## src/rtl/core/assert_macros.svh

```systemverilog
// ----------------------------------------------------------------------------
// Assertion macros
// Shared concurrent assertion shorthands for the charge integrator RTL.
// ----------------------------------------------------------------------------
`ifndef ASSERT_MACROS_SVH
`define ASSERT_MACROS_SVH

// Same-cycle implication, disabled while reset is asserted.
`define ASSERT_IMPLIES(label, clk, rst_n, ante, cons, msg) \
  label: assert property (@(posedge clk) disable iff (!rst_n) (ante) |-> (cons)) \
    else $error(msg);

// Next-cycle implication, disabled while reset is asserted.
`define ASSERT_NEXT(label, clk, rst_n, ante, cons, msg) \
  label: assert property (@(posedge clk) disable iff (!rst_n) (ante) |=> (cons)) \
    else $error(msg);

`endif

```

## src/rtl/core/pci_pkg.sv

```systemverilog
// ----------------------------------------------------------------------------
// Pulse charge integrator package
// Widths, register indexes and shared record types of the charge integrator.
// ----------------------------------------------------------------------------
package pci_pkg;

  // Longest window length honored; larger register values are clamped.
  localparam int unsigned TRACE_MAX = 4096;

  localparam int unsigned SAMPLE_W = 8;
  localparam int unsigned LEN_W    = 13;
  localparam int unsigned POS_W    = 13;
  localparam int unsigned IDX_W    = POS_W + 1;
  localparam int unsigned ACC_W    = 20;
  localparam int unsigned NET_W    = 33;
  localparam int unsigned PROD_W   = ACC_W + IDX_W;
  localparam int unsigned CMP_W    = 17;

  localparam logic [LEN_W-1:0] PED_LEN_RESET = LEN_W'(16);
  localparam logic [LEN_W-1:0] SIG_LEN_RESET = LEN_W'(64);
  localparam logic [CMP_W-1:0] TRACE_MAX_CMP = CMP_W'(TRACE_MAX);

  // Configuration register indexes
  typedef enum logic [0:0] {
    CFG_PEDESTAL_LENGTH = 1'b0,
    CFG_SIGNAL_LENGTH   = 1'b1
  } cfg_reg_e;

  // Window lengths in effect, already clamped
  typedef struct packed {
    logic [LEN_W-1:0] ped_len;
    logic [LEN_W-1:0] sig_len;
  } win_len_t;

  // Finished trace, handed from the accumulator to the charge stage
  typedef struct packed {
    logic signed [ACC_W-1:0] ped_sum;
    logic signed [ACC_W-1:0] win_sum;
    logic [LEN_W-1:0]        ped_len;
    logic [LEN_W-1:0]        sig_len;
    logic                    complete;
  } trace_rec_t;

  // Flow control from the charge stage back to the accumulator side
  typedef struct packed {
    logic ready;
    logic full;
  } chg_ctl_t;

  // Clamp a window length to TRACE_MAX
  function automatic logic [LEN_W-1:0] clamp_len(input logic [LEN_W-1:0] len);
    logic [LEN_W-1:0] res;
    res = len;
    if ({{(CMP_W-LEN_W){1'b0}}, len} > TRACE_MAX_CMP) begin
      res = LEN_W'(TRACE_MAX);
    end
    return res;
  endfunction

endpackage

```

## src/rtl/core/pci_cfg_regs.sv

```systemverilog
// ----------------------------------------------------------------------------
// Configuration registers
// Holds pedestal and signal window lengths and presents them clamped.
// ----------------------------------------------------------------------------
module pci_cfg_regs import pci_pkg::*; (
  input  logic             clk_i,
  input  logic             rst_ni,
  input  logic             cfg_we_i,
  input  logic [0:0]       cfg_index_i,
  input  logic [LEN_W-1:0] cfg_data_i,
  output win_len_t         len_o
);

  logic [LEN_W-1:0] ped_len_q, ped_len_d;
  logic [LEN_W-1:0] sig_len_q, sig_len_d;

  // Decode the write
  always_comb begin
    ped_len_d = ped_len_q;
    sig_len_d = sig_len_q;
    if (cfg_we_i) begin
      case (cfg_reg_e'(cfg_index_i))
        CFG_PEDESTAL_LENGTH: ped_len_d = cfg_data_i;
        CFG_SIGNAL_LENGTH:   sig_len_d = cfg_data_i;
        default: ;
      endcase
    end
  end

  always_ff @(posedge clk_i or negedge rst_ni) begin
    if (!rst_ni) begin
      ped_len_q <= PED_LEN_RESET;
      sig_len_q <= SIG_LEN_RESET;
    end else begin
      ped_len_q <= ped_len_d;
      sig_len_q <= sig_len_d;
    end
  end

  // Clamp to the longest supported window
  assign len_o.ped_len = clamp_len(ped_len_q);
  assign len_o.sig_len = clamp_len(sig_len_q);

endmodule

```

## src/rtl/core/pci_accum.sv

```systemverilog
// ----------------------------------------------------------------------------
// Window accumulator
// Tracks the sample index and sums the pedestal and signal windows per trace.
// ----------------------------------------------------------------------------
module pci_accum import pci_pkg::*; (
  input  logic                       clk_i,
  input  logic                       rst_ni,
  input  logic                       take_i,
  input  logic signed [SAMPLE_W-1:0] sample_i,
  input  logic                       last_i,
  input  win_len_t                   len_i,
  input  logic                       rec_ready_i,
  output trace_rec_t                 rec_o,
  output logic                       rec_valid_o
);

  localparam logic [POS_W-1:0] POS_MAX = {POS_W{1'b1}};
  localparam logic [IDX_W-1:0] IDX_OVF = IDX_W'({1'b1, {POS_W{1'b0}}});

  logic [POS_W-1:0]        pos_q, pos_d;
  logic                    ovf_q, ovf_d;
  logic signed [ACC_W-1:0] ped_acc_q, ped_acc_d;
  logic signed [ACC_W-1:0] win_acc_q, win_acc_d;
  trace_rec_t              rec_q, rec_d;
  logic                    rec_valid_q, rec_valid_d;

  logic [IDX_W-1:0]        idx;
  logic [IDX_W-1:0]        ped_end;
  logic [IDX_W-1:0]        win_end;
  logic signed [ACC_W-1:0] ext;
  logic signed [ACC_W-1:0] ped_sum;
  logic signed [ACC_W-1:0] win_sum;
  logic                    in_ped;
  logic                    in_win;

  // Classify the sample against both windows
  assign idx     = ovf_q ? IDX_OVF : {1'b0, pos_q};
  assign ped_end = {1'b0, len_i.ped_len};
  assign win_end = ped_end + {1'b0, len_i.sig_len};
  assign ext     = {{(ACC_W-SAMPLE_W){sample_i[SAMPLE_W-1]}}, sample_i};
  assign in_ped  = idx < ped_end;
  assign in_win  = !in_ped && (idx < win_end);
  assign ped_sum = in_ped ? ped_acc_q + ext : ped_acc_q;
  assign win_sum = in_win ? win_acc_q + ext : win_acc_q;

  // Advance the index, update sums, clear at trace end
  always_comb begin
    pos_d     = pos_q;
    ovf_d     = ovf_q;
    ped_acc_d = ped_acc_q;
    win_acc_d = win_acc_q;
    if (take_i) begin
      if (last_i) begin
        pos_d     = '0;
        ovf_d     = 1'b0;
        ped_acc_d = '0;
        win_acc_d = '0;
      end else begin
        ped_acc_d = ped_sum;
        win_acc_d = win_sum;
        if (pos_q == POS_MAX) begin
          ovf_d = 1'b1;
        end else begin
          pos_d = pos_q + POS_W'(1);
        end
      end
    end
  end

  // Load a finished trace, drop it once the charge stage takes it
  always_comb begin
    rec_d       = rec_q;
    rec_valid_d = rec_valid_q;
    if (rec_valid_q && rec_ready_i) begin
      rec_valid_d = 1'b0;
    end
    if (take_i && last_i) begin
      rec_valid_d      = 1'b1;
      rec_d.ped_sum    = ped_sum;
      rec_d.win_sum    = win_sum;
      rec_d.ped_len    = len_i.ped_len;
      rec_d.sig_len    = len_i.sig_len;
      rec_d.complete   = (idx + IDX_W'(1)) >= win_end;
    end
  end

  always_ff @(posedge clk_i or negedge rst_ni) begin
    if (!rst_ni) begin
      pos_q       <= '0;
      ovf_q       <= 1'b0;
      ped_acc_q   <= '0;
      win_acc_q   <= '0;
      rec_valid_q <= 1'b0;
    end else begin
      pos_q       <= pos_d;
      ovf_q       <= ovf_d;
      ped_acc_q   <= ped_acc_d;
      win_acc_q   <= win_acc_d;
      rec_valid_q <= rec_valid_d;
    end
  end

  always_ff @(posedge clk_i) begin
    rec_q <= rec_d;
  end

  assign rec_o       = rec_q;
  assign rec_valid_o = rec_valid_q;

endmodule

```

## src/rtl/core/pci_charge.sv

```systemverilog
// ----------------------------------------------------------------------------
// Net charge stage
// Scales both sums by the opposite window length and subtracts them.
// ----------------------------------------------------------------------------
module pci_charge import pci_pkg::*; (
  input  logic                    clk_i,
  input  logic                    rst_ni,
  input  trace_rec_t              rec_i,
  input  logic                    rec_valid_i,
  output chg_ctl_t                ctl_o,
  output logic                    out_valid_o,
  input  logic                    out_stall_i,
  output logic signed [ACC_W-1:0] pedestal_sum_o,
  output logic signed [ACC_W-1:0] window_sum_o,
  output logic signed [NET_W-1:0] net_charge_o,
  output logic                    window_complete_o
);

  logic signed [PROD_W-1:0] prod_ped;
  logic signed [PROD_W-1:0] prod_win;

  // Product stage
  logic                    m_valid_q, m_valid_d;
  logic signed [NET_W-1:0] m_ped_prod_q;
  logic signed [NET_W-1:0] m_win_prod_q;
  logic signed [ACC_W-1:0] m_ped_sum_q;
  logic signed [ACC_W-1:0] m_win_sum_q;
  logic                    m_complete_q;

  // Output stage
  logic                    o_valid_q, o_valid_d;
  logic signed [ACC_W-1:0] o_ped_sum_q;
  logic signed [ACC_W-1:0] o_win_sum_q;
  logic signed [NET_W-1:0] o_net_q;
  logic                    o_complete_q;

  logic o_free;
  logic m_adv;
  logic rec_take;

  // Handshake between stages
  assign o_free   = !o_valid_q || !out_stall_i;
  assign m_adv    = m_valid_q && o_free;
  assign rec_take = rec_valid_i && (!m_valid_q || o_free);

  // Cross-multiply: pedestal sum by S, window sum by P
  assign prod_ped = $signed(rec_i.ped_sum) * $signed({1'b0, rec_i.sig_len});
  assign prod_win = $signed(rec_i.win_sum) * $signed({1'b0, rec_i.ped_len});

  always_comb begin
    m_valid_d = m_valid_q;
    if (rec_take) begin
      m_valid_d = 1'b1;
    end else if (m_adv) begin
      m_valid_d = 1'b0;
    end
  end

  always_comb begin
    o_valid_d = o_valid_q;
    if (m_adv) begin
      o_valid_d = 1'b1;
    end else if (o_valid_q && !out_stall_i) begin
      o_valid_d = 1'b0;
    end
  end

  always_ff @(posedge clk_i or negedge rst_ni) begin
    if (!rst_ni) begin
      m_valid_q <= 1'b0;
      o_valid_q <= 1'b0;
    end else begin
      m_valid_q <= m_valid_d;
      o_valid_q <= o_valid_d;
    end
  end

  // Capture products
  always_ff @(posedge clk_i) begin
    if (rec_take) begin
      m_ped_prod_q <= prod_ped[NET_W-1:0];
      m_win_prod_q <= prod_win[NET_W-1:0];
      m_ped_sum_q  <= rec_i.ped_sum;
      m_win_sum_q  <= rec_i.win_sum;
      m_complete_q <= rec_i.complete;
    end
  end

  // Subtract into the result register
  always_ff @(posedge clk_i) begin
    if (m_adv) begin
      o_ped_sum_q  <= m_ped_sum_q;
      o_win_sum_q  <= m_win_sum_q;
      o_net_q      <= m_ped_prod_q - m_win_prod_q;
      o_complete_q <= m_complete_q;
    end
  end

  // Full only when both stages hold a trace and the output cannot drain
  assign ctl_o.ready       = !m_valid_q || o_free;
  assign ctl_o.full        = m_valid_q && o_valid_q && out_stall_i;
  assign out_valid_o       = o_valid_q;
  assign pedestal_sum_o    = o_ped_sum_q;
  assign window_sum_o      = o_win_sum_q;
  assign net_charge_o      = o_net_q;
  assign window_complete_o = o_complete_q;

endmodule

```

## src/rtl/core/pulse_charge_integrator.sv

```systemverilog
// ----------------------------------------------------------------------------
// Pulse charge integrator
// Pedestal-subtracted window charge of signed digitizer traces.
// ----------------------------------------------------------------------------
// The block takes one sample per clock while the input is not stalled. Each
// taken sample updates the running pedestal and window sum registers; a sample
// flagged as the last of its trace produces one request that reaches the
// output after passing the trace register (loaded at the edge that took it),
// the product register (two 20x14 multipliers) and the result register. Up
// to three finished traces are held in flight; the input stalls only while
// all three are held and the output is stalled.
`include "assert_macros.svh"

module pulse_charge_integrator import pci_pkg::*; (
  input  logic                       clk_i,
  input  logic                       rst_ni,
  // configuration write port
  input  logic                       cfg_we_i,
  input  logic [0:0]                 cfg_index_i,
  input  logic [LEN_W-1:0]           cfg_data_i,
  // sample channel
  input  logic                       in_valid_i,
  output logic                       in_stall_o,
  input  logic signed [SAMPLE_W-1:0] sample_i,
  input  logic                       last_of_trace_i,
  // result channel
  output logic                       out_valid_o,
  input  logic                       out_stall_i,
  output logic signed [ACC_W-1:0]    pedestal_sum_o,
  output logic signed [ACC_W-1:0]    window_sum_o,
  output logic signed [NET_W-1:0]    net_charge_o,
  output logic                       window_complete_o
);

  win_len_t   len;
  trace_rec_t rec;
  logic       rec_valid;
  chg_ctl_t   chg_ctl;
  logic       take;

  // Stall only when every stage holds a trace and the output is stalled
  assign in_stall_o = rec_valid && chg_ctl.full;
  assign take       = in_valid_i && !in_stall_o;

  pci_cfg_regs u_cfg_regs (
    .clk_i       (clk_i),
    .rst_ni      (rst_ni),
    .cfg_we_i    (cfg_we_i),
    .cfg_index_i (cfg_index_i),
    .cfg_data_i  (cfg_data_i),
    .len_o       (len)
  );

  pci_accum u_accum (
    .clk_i       (clk_i),
    .rst_ni      (rst_ni),
    .take_i      (take),
    .sample_i    (sample_i),
    .last_i      (last_of_trace_i),
    .len_i       (len),
    .rec_ready_i (chg_ctl.ready),
    .rec_o       (rec),
    .rec_valid_o (rec_valid)
  );

  pci_charge u_charge (
    .clk_i             (clk_i),
    .rst_ni            (rst_ni),
    .rec_i             (rec),
    .rec_valid_i       (rec_valid),
    .ctl_o             (chg_ctl),
    .out_valid_o       (out_valid_o),
    .out_stall_i       (out_stall_i),
    .pedestal_sum_o    (pedestal_sum_o),
    .window_sum_o      (window_sum_o),
    .net_charge_o      (net_charge_o),
    .window_complete_o (window_complete_o)
  );

  // Input stall implies a full result register
  `ASSERT_IMPLIES(a_stall_needs_full_out, clk_i, rst_ni, in_stall_o, out_valid_o, "stall with empty output")
  // A taken trace end loads the trace register
  `ASSERT_NEXT(a_last_loads_rec, clk_i, rst_ni, take && last_of_trace_i, rec_valid, "trace end lost")
  // A trace record not taken holds its contents
  `ASSERT_NEXT(a_rec_holds, clk_i, rst_ni, rec_valid && !chg_ctl.ready, rec_valid && $stable(rec), "trace record changed while waiting")

endmodule

```

## config.mk

```make
export PLATFORM = sky130hd
export DESIGN_NAME = pulse_charge_integrator
export DESIGN_NICKNAME = d
export VERILOG_FILES = /design/src/rtl/core/pci_pkg.sv /design/src/rtl/core/pci_cfg_regs.sv /design/src/rtl/core/pci_accum.sv /design/src/rtl/core/pci_charge.sv /design/src/rtl/core/pulse_charge_integrator.sv
export VERILOG_INCLUDE_DIRS = /design/src /design/src/rtl/core
export SDC_FILE = /design/constraint.sdc
export NUM_CORES = 2
export LEC_CHECK = 0
export BUFFER_PORTS_ARGS = -buffer_cell sky130_fd_sc_hd__buf_2
export CORE_MARGIN = 1.5
export CORE_UTILIZATION = 45
export CTS_CLUSTER_SIZE = 10
export DETAILED_ROUTE_END_ITERATION = 10
export GPL_TIMING_DRIVEN = 0
export PLACE_DENSITY = 0.74
export SYNTH_ARGS = -nofsm -noshare
export SYNTH_HDL_FRONTEND = slang
export SYNTH_SLANG_ARGS = --single-unit
```

## constraint.sdc

```tcl
create_clock -name clk_i -period 7 [get_ports clk_i]
set_clock_uncertainty 0.1 [all_clocks]
set_input_delay 1.4 -clock clk_i [delete_from_list [all_inputs] [get_ports clk_i]]
set_output_delay 1.4 -clock clk_i [all_outputs]
set_load 0.05 [all_outputs]
```

==> impl.org <==
** Worst setup path
- Combined buffer and inverter count along the critical path :: 7
- Category of cells accounting for the largest share of critical-path delay :: adder cells
- Peak per-stage delay on the critical path :: 0.55 ns
- Nature of the critical path endpoint :: flop
- Critical path startpoint category :: flop
- WP data required :: 7.18 ns
- Critical Setup Path Class :: flop to flop
- Slowest stage cell on the critical path :: sky130_fd_sc_hd__fa_1
- In this run the worst path has a maximum fanout of 6.
- Critical path arrival :: 7.19 ns

** Logic synthesis
- Top cells by area, synth :: sky130_fd_sc_hd__fa_1 28%, sky130_fd_sc_hd__edfxtp_1 21%, sky130_fd_sc_hd__ha_1 10%, sky130_fd_sc_hd__inv_1 6.9%, sky130_fd_sc_hd__dfrtp_1 5.8%
- Gate count after technology mapping :: 3394
- Of all flip-flops after synthesis, the portion carrying an async set or reset was 25.08%.
- The average instance in the mapped netlist occupies 10.35 um2.
- Register area share after synthesis :: 27.13%
- The synthesized design contains 331 register bits.
- The number of different library cells used by synthesis comes to 75.
- sky130_fd_sc_hd__fa_1 takes more of the synthesized area than any other cell.
- Summed over its instances, the top area cell type makes up 27.82% of the synthesized netlist area.
- For this run, the leading register cell type out of synthesis is sky130_fd_sc_hd__edfxtp_1.
- Cell area after technology mapping :: 0.03512 mm2
- Synthesized netlist net count :: 4193
- Yosys printed 0 warnings.
- In this run, synthesis inferred 248 flip-flops with an integrated enable.

** Timing
- Transition time at the pin with the least slew margin :: 0.8699 ns
- Max-slew violation total from the final report :: 0
- Dividing the final minimum period by the clock period gives 100.1%.
- Post-route worst hold slack :: 0.3031 ns
- Endpoints failing hold :: 0
- TNS Setup :: -0.008221 ns
- Derived from the worst setup path, the maximum achievable clock frequency is 0.1427 GHz.
- Setup violations remaining at the end of the flow were counted as 1.
- Final critical path time including I/O delays and setup :: 7.008 ns
- Setup repair after global routing could not meet its margin everywhere.
- After layout, the worst setup slack is -0.008221 ns.
- Max transition margin :: 41.87%

** Detailed routing
- Violation count after the first detailed-route iteration :: 1723
- DR WL/cell :: 18.24 um
- The first TritonRoute pass finished after 5 iterations.
- Once detail routing completed, the nets flagged for antenna violations numbered 0.
- The routed layout has 24580 vias.
- After detailed routing, the total wire length is 85470 um.
- After detailed routing, the number of vias per cell comes to 5.245.
- After detailed routing, the number of remaining DRC violations is 0.

** Finish
- Area delta synth->final :: 12.68%
- # fillers :: 6826
- Leaving out fill and tap cells, the most frequent cell in the layout is sky130_fd_sc_hd__inv_1.
- After the flow finishes, the layout carries non-filler instances totaling 4685.
- In the layout the commonest cells are 636 x sky130_fd_sc_hd__inv_1, 479 x sky130_fd_sc_hd__fa_1, 363 x sky130_fd_sc_hd__nand2_1.
- Fraction of final layout cells sized beyond drive strength 1 :: 12.57%
- The repair_antennas step left the layout with diodes totalling 0.
- Net count, final :: 4415

** Die
- For this configuration, the core starts out at a cell density of 45.41%.
- Row generation in the floorplan step produced 102 rows.
- Floorplan die height :: 282.4 um
- Number of top-level design ports :: 104
- Chip width :: 282.4 um
- Floorplan die area :: 0.07973 mm2
- Area of the placeable core :: 0.07734 mm2

** Clock tree
- TritonCTS clock tree :: built
- Sinks on the clock net :: 331
- H-tree levels :: 2
- Maximum buffer depth of the clock tree :: 3
- Clock latency at the later pin of the worst-skew pair :: 0.59 ns
- CTS placed an instance of sky130_fd_sc_hd__clkbuf_16 at the clock tree root.
- Hold repair after CTS inserted 0 buffers.
- Cts bufs inserted :: 42
- Worst-path clk slew :: 0.06 ns

** GRT
- Overflow left after global routing :: 0
- Global routing consumed, over all layers together, 21.99% of the routing resources.
- The number of global-route vias before repair was 25430.
- Number of antenna violations at the first check in global routing :: 3
- Largest net degree at the start of global routing :: 73
- The first global-routing pass estimated 135400 um of wire.

** Run
- Number of violations of the max-capacitance limit :: 0

** Status
- Failing checks :: negative setup slack
- The flow ran to the end, but the final reports show violations.

** Place
- Routability-driven placement finished with a final weighted congestion of 0.9380.
- In this run, placement finished with an instance count of 4542.
- Buffers placed on the I/O ports in this run total 102.
- Detailed-placement wirelength estimate :: 66360 um

** Worst hold path
- The min-delay analysis places its worst path in the category flop to flop.
[cells by family (layout without fill, tap and decap cells)]
group / count (synthesis) / count (layout) / share of synthesized area [%]
adder cells (fa/ha/maj): 771 / 771 / 37.90
buffers and inverters: 766 / 1017 / 8.283
AND/OR/NAND/NOR: 881 / 881 / 12.31
flip-flops: 331 / 331 / 27.13
AO/OA/AOI/OAI: 417 / 417 / 8.155
multiplexers: 64 / 64 / 2.138
XOR/XNOR: 164 / 164 / 4.090
[worst paths after layout]
path	from	endpoint	slack, ns	depth (start not counted)
worst min register to register	u_charge.m_win_sum_q[8]	u_charge.window_sum_o[8]	0.30	0
worst min-delay path	u_charge.m_win_sum_q[8]	u_charge.window_sum_o[8]	0.30	0
max in group asynchronous	rst_ni	u_cfg_regs.sig_len_q[6]	5.51	2
worst max-delay path	u_accum.rec_o[18]	u_charge.m_win_prod_q[30]	-0.008	25
min in group asynchronous	rst_ni	u_charge.out_valid_o	0.61	1
worst max register to register	u_accum.rec_o[18]	u_charge.m_win_prod_q[30]	-0.008	25
[final cells by class]
class                      count  area [um2]  area share, %
multi-input combinational   2297       22990          58.10
sequential                   331        9527          24.07
inverter                     645        2421          6.118
tap                         1040        1301          3.288
timing repair buffer         184        1279          3.231
clock buffer                  64        1217          3.076
buffer                       115       714.4          1.805
clock inverter                 9       121.4         0.3067
[Yosys cell counts (all sizes together), types with 4 or more instances]
master   count
nand3       26
o21bai      22
o21ai       77
inv        645
a22o        39
fa         488
a211oi      12
a211o        4
nor3        34
xnor2      115
a31o         5
nor2        90
o211ai       8
nor2b       40
and3        11
a21boi       4
a31oi       17
dfrtp       81
buf         10
nand2      365
ha         283
a21oi      117
and2       250
a21o        54
xor2        49
clkbuf     111
edfxtp     248
o31ai        7
o21a        12
or3         12
mux2        61
a2111oi      6
nand2b      22
nand4       19
[state kept, by name (all words and copies together) (netlist names)]
signal                      count
u_charge.window_complete_o      1
u_accum.pos_q                  13
u_charge.net_charge_o          33
u_charge.pedestal_sum_o        20
u_accum.rec_o                  67
u_charge.m_win_sum_q           20
u_accum.ovf_q                   1
u_accum.ped_acc_q              20
u_charge.out_valid_o            1
u_charge.m_complete_q           1
u_accum.rec_valid_o             1
u_charge.m_ped_prod_q          33
u_charge.window_sum_o          20
u_accum.win_acc_q              20
u_cfg_regs.ped_len_q           13
u_charge.m_win_prod_q          33
u_charge.m_valid_q              1
u_cfg_regs.sig_len_q           13
u_charge.m_ped_sum_q           20
[worst reg2reg max path, cell delays in order (launching register included)]
cell,delay (ns)
sky130_fd_sc_hd__edfxtp_1,0.49
sky130_fd_sc_hd__buf_8,0.19
sky130_fd_sc_hd__and2_4,0.14
sky130_fd_sc_hd__fa_1,0.55
sky130_fd_sc_hd__inv_2,0.04
sky130_fd_sc_hd__fa_1,0.52
sky130_fd_sc_hd__inv_2,0.05
sky130_fd_sc_hd__fa_1,0.54
sky130_fd_sc_hd__inv_2,0.04
sky130_fd_sc_hd__fa_1,0.51
sky130_fd_sc_hd__inv_2,0.04
sky130_fd_sc_hd__fa_1,0.54
sky130_fd_sc_hd__inv_2,0.05
sky130_fd_sc_hd__fa_1,0.52
sky130_fd_sc_hd__inv_2,0.05
sky130_fd_sc_hd__ha_4,0.26
sky130_fd_sc_hd__a2111o_1,0.43
sky130_fd_sc_hd__a21oi_2,0.22
sky130_fd_sc_hd__nor4_4,0.07
sky130_fd_sc_hd__o211ai_1,0.31
sky130_fd_sc_hd__a21oi_2,0.13
sky130_fd_sc_hd__a211o_1,0.31
sky130_fd_sc_hd__a21oi_4,0.17
sky130_fd_sc_hd__o21bai_1,0.10
sky130_fd_sc_hd__a21oi_2,0.18
sky130_fd_sc_hd__xnor2_2,0.15
[stage by stage]
| step | worst slack, ns | utilization (%) | instance area (um2) |
|---|---|---|---|
| 2_1_floorplan | 0.5025 | - | 35120 |
| 3_3_place_gp | -1.230 | 47.75 | 36930 |
| 3_5_place_dp | -0.5178 | 47.96 | 37090 |
| 4_1_cts | 0.001824 | 50.03 | 38690 |
| 5_1_grt | -0.1804 | 51.17 | 39570 |
| 6_report | -0.008221 | 51.17 | 39570 |
[routing by layer]
metal	GRT usage [%]	up-vias	part of all wire (%)	routed length [um]
met2	36.31	846	47	40240
met4	7.528	2	3.5	2998
met5	0.5495	-	0.062	53
met3	4.402	181	7.5	6444
li1	-	11290	-	-
met1	28.83	12260	42	35730
[timing repair]
item	4_1_cts	5_1_grt
setup endpoints to repair	13	14
resized for setup	63	221
setup buffers	15	60
pin swaps	4	45
cloned	0	2
Power is left out: the tool's default activity adds up to more than one toggle a clock period on the data nets, which glitch-free logic cannot reach.
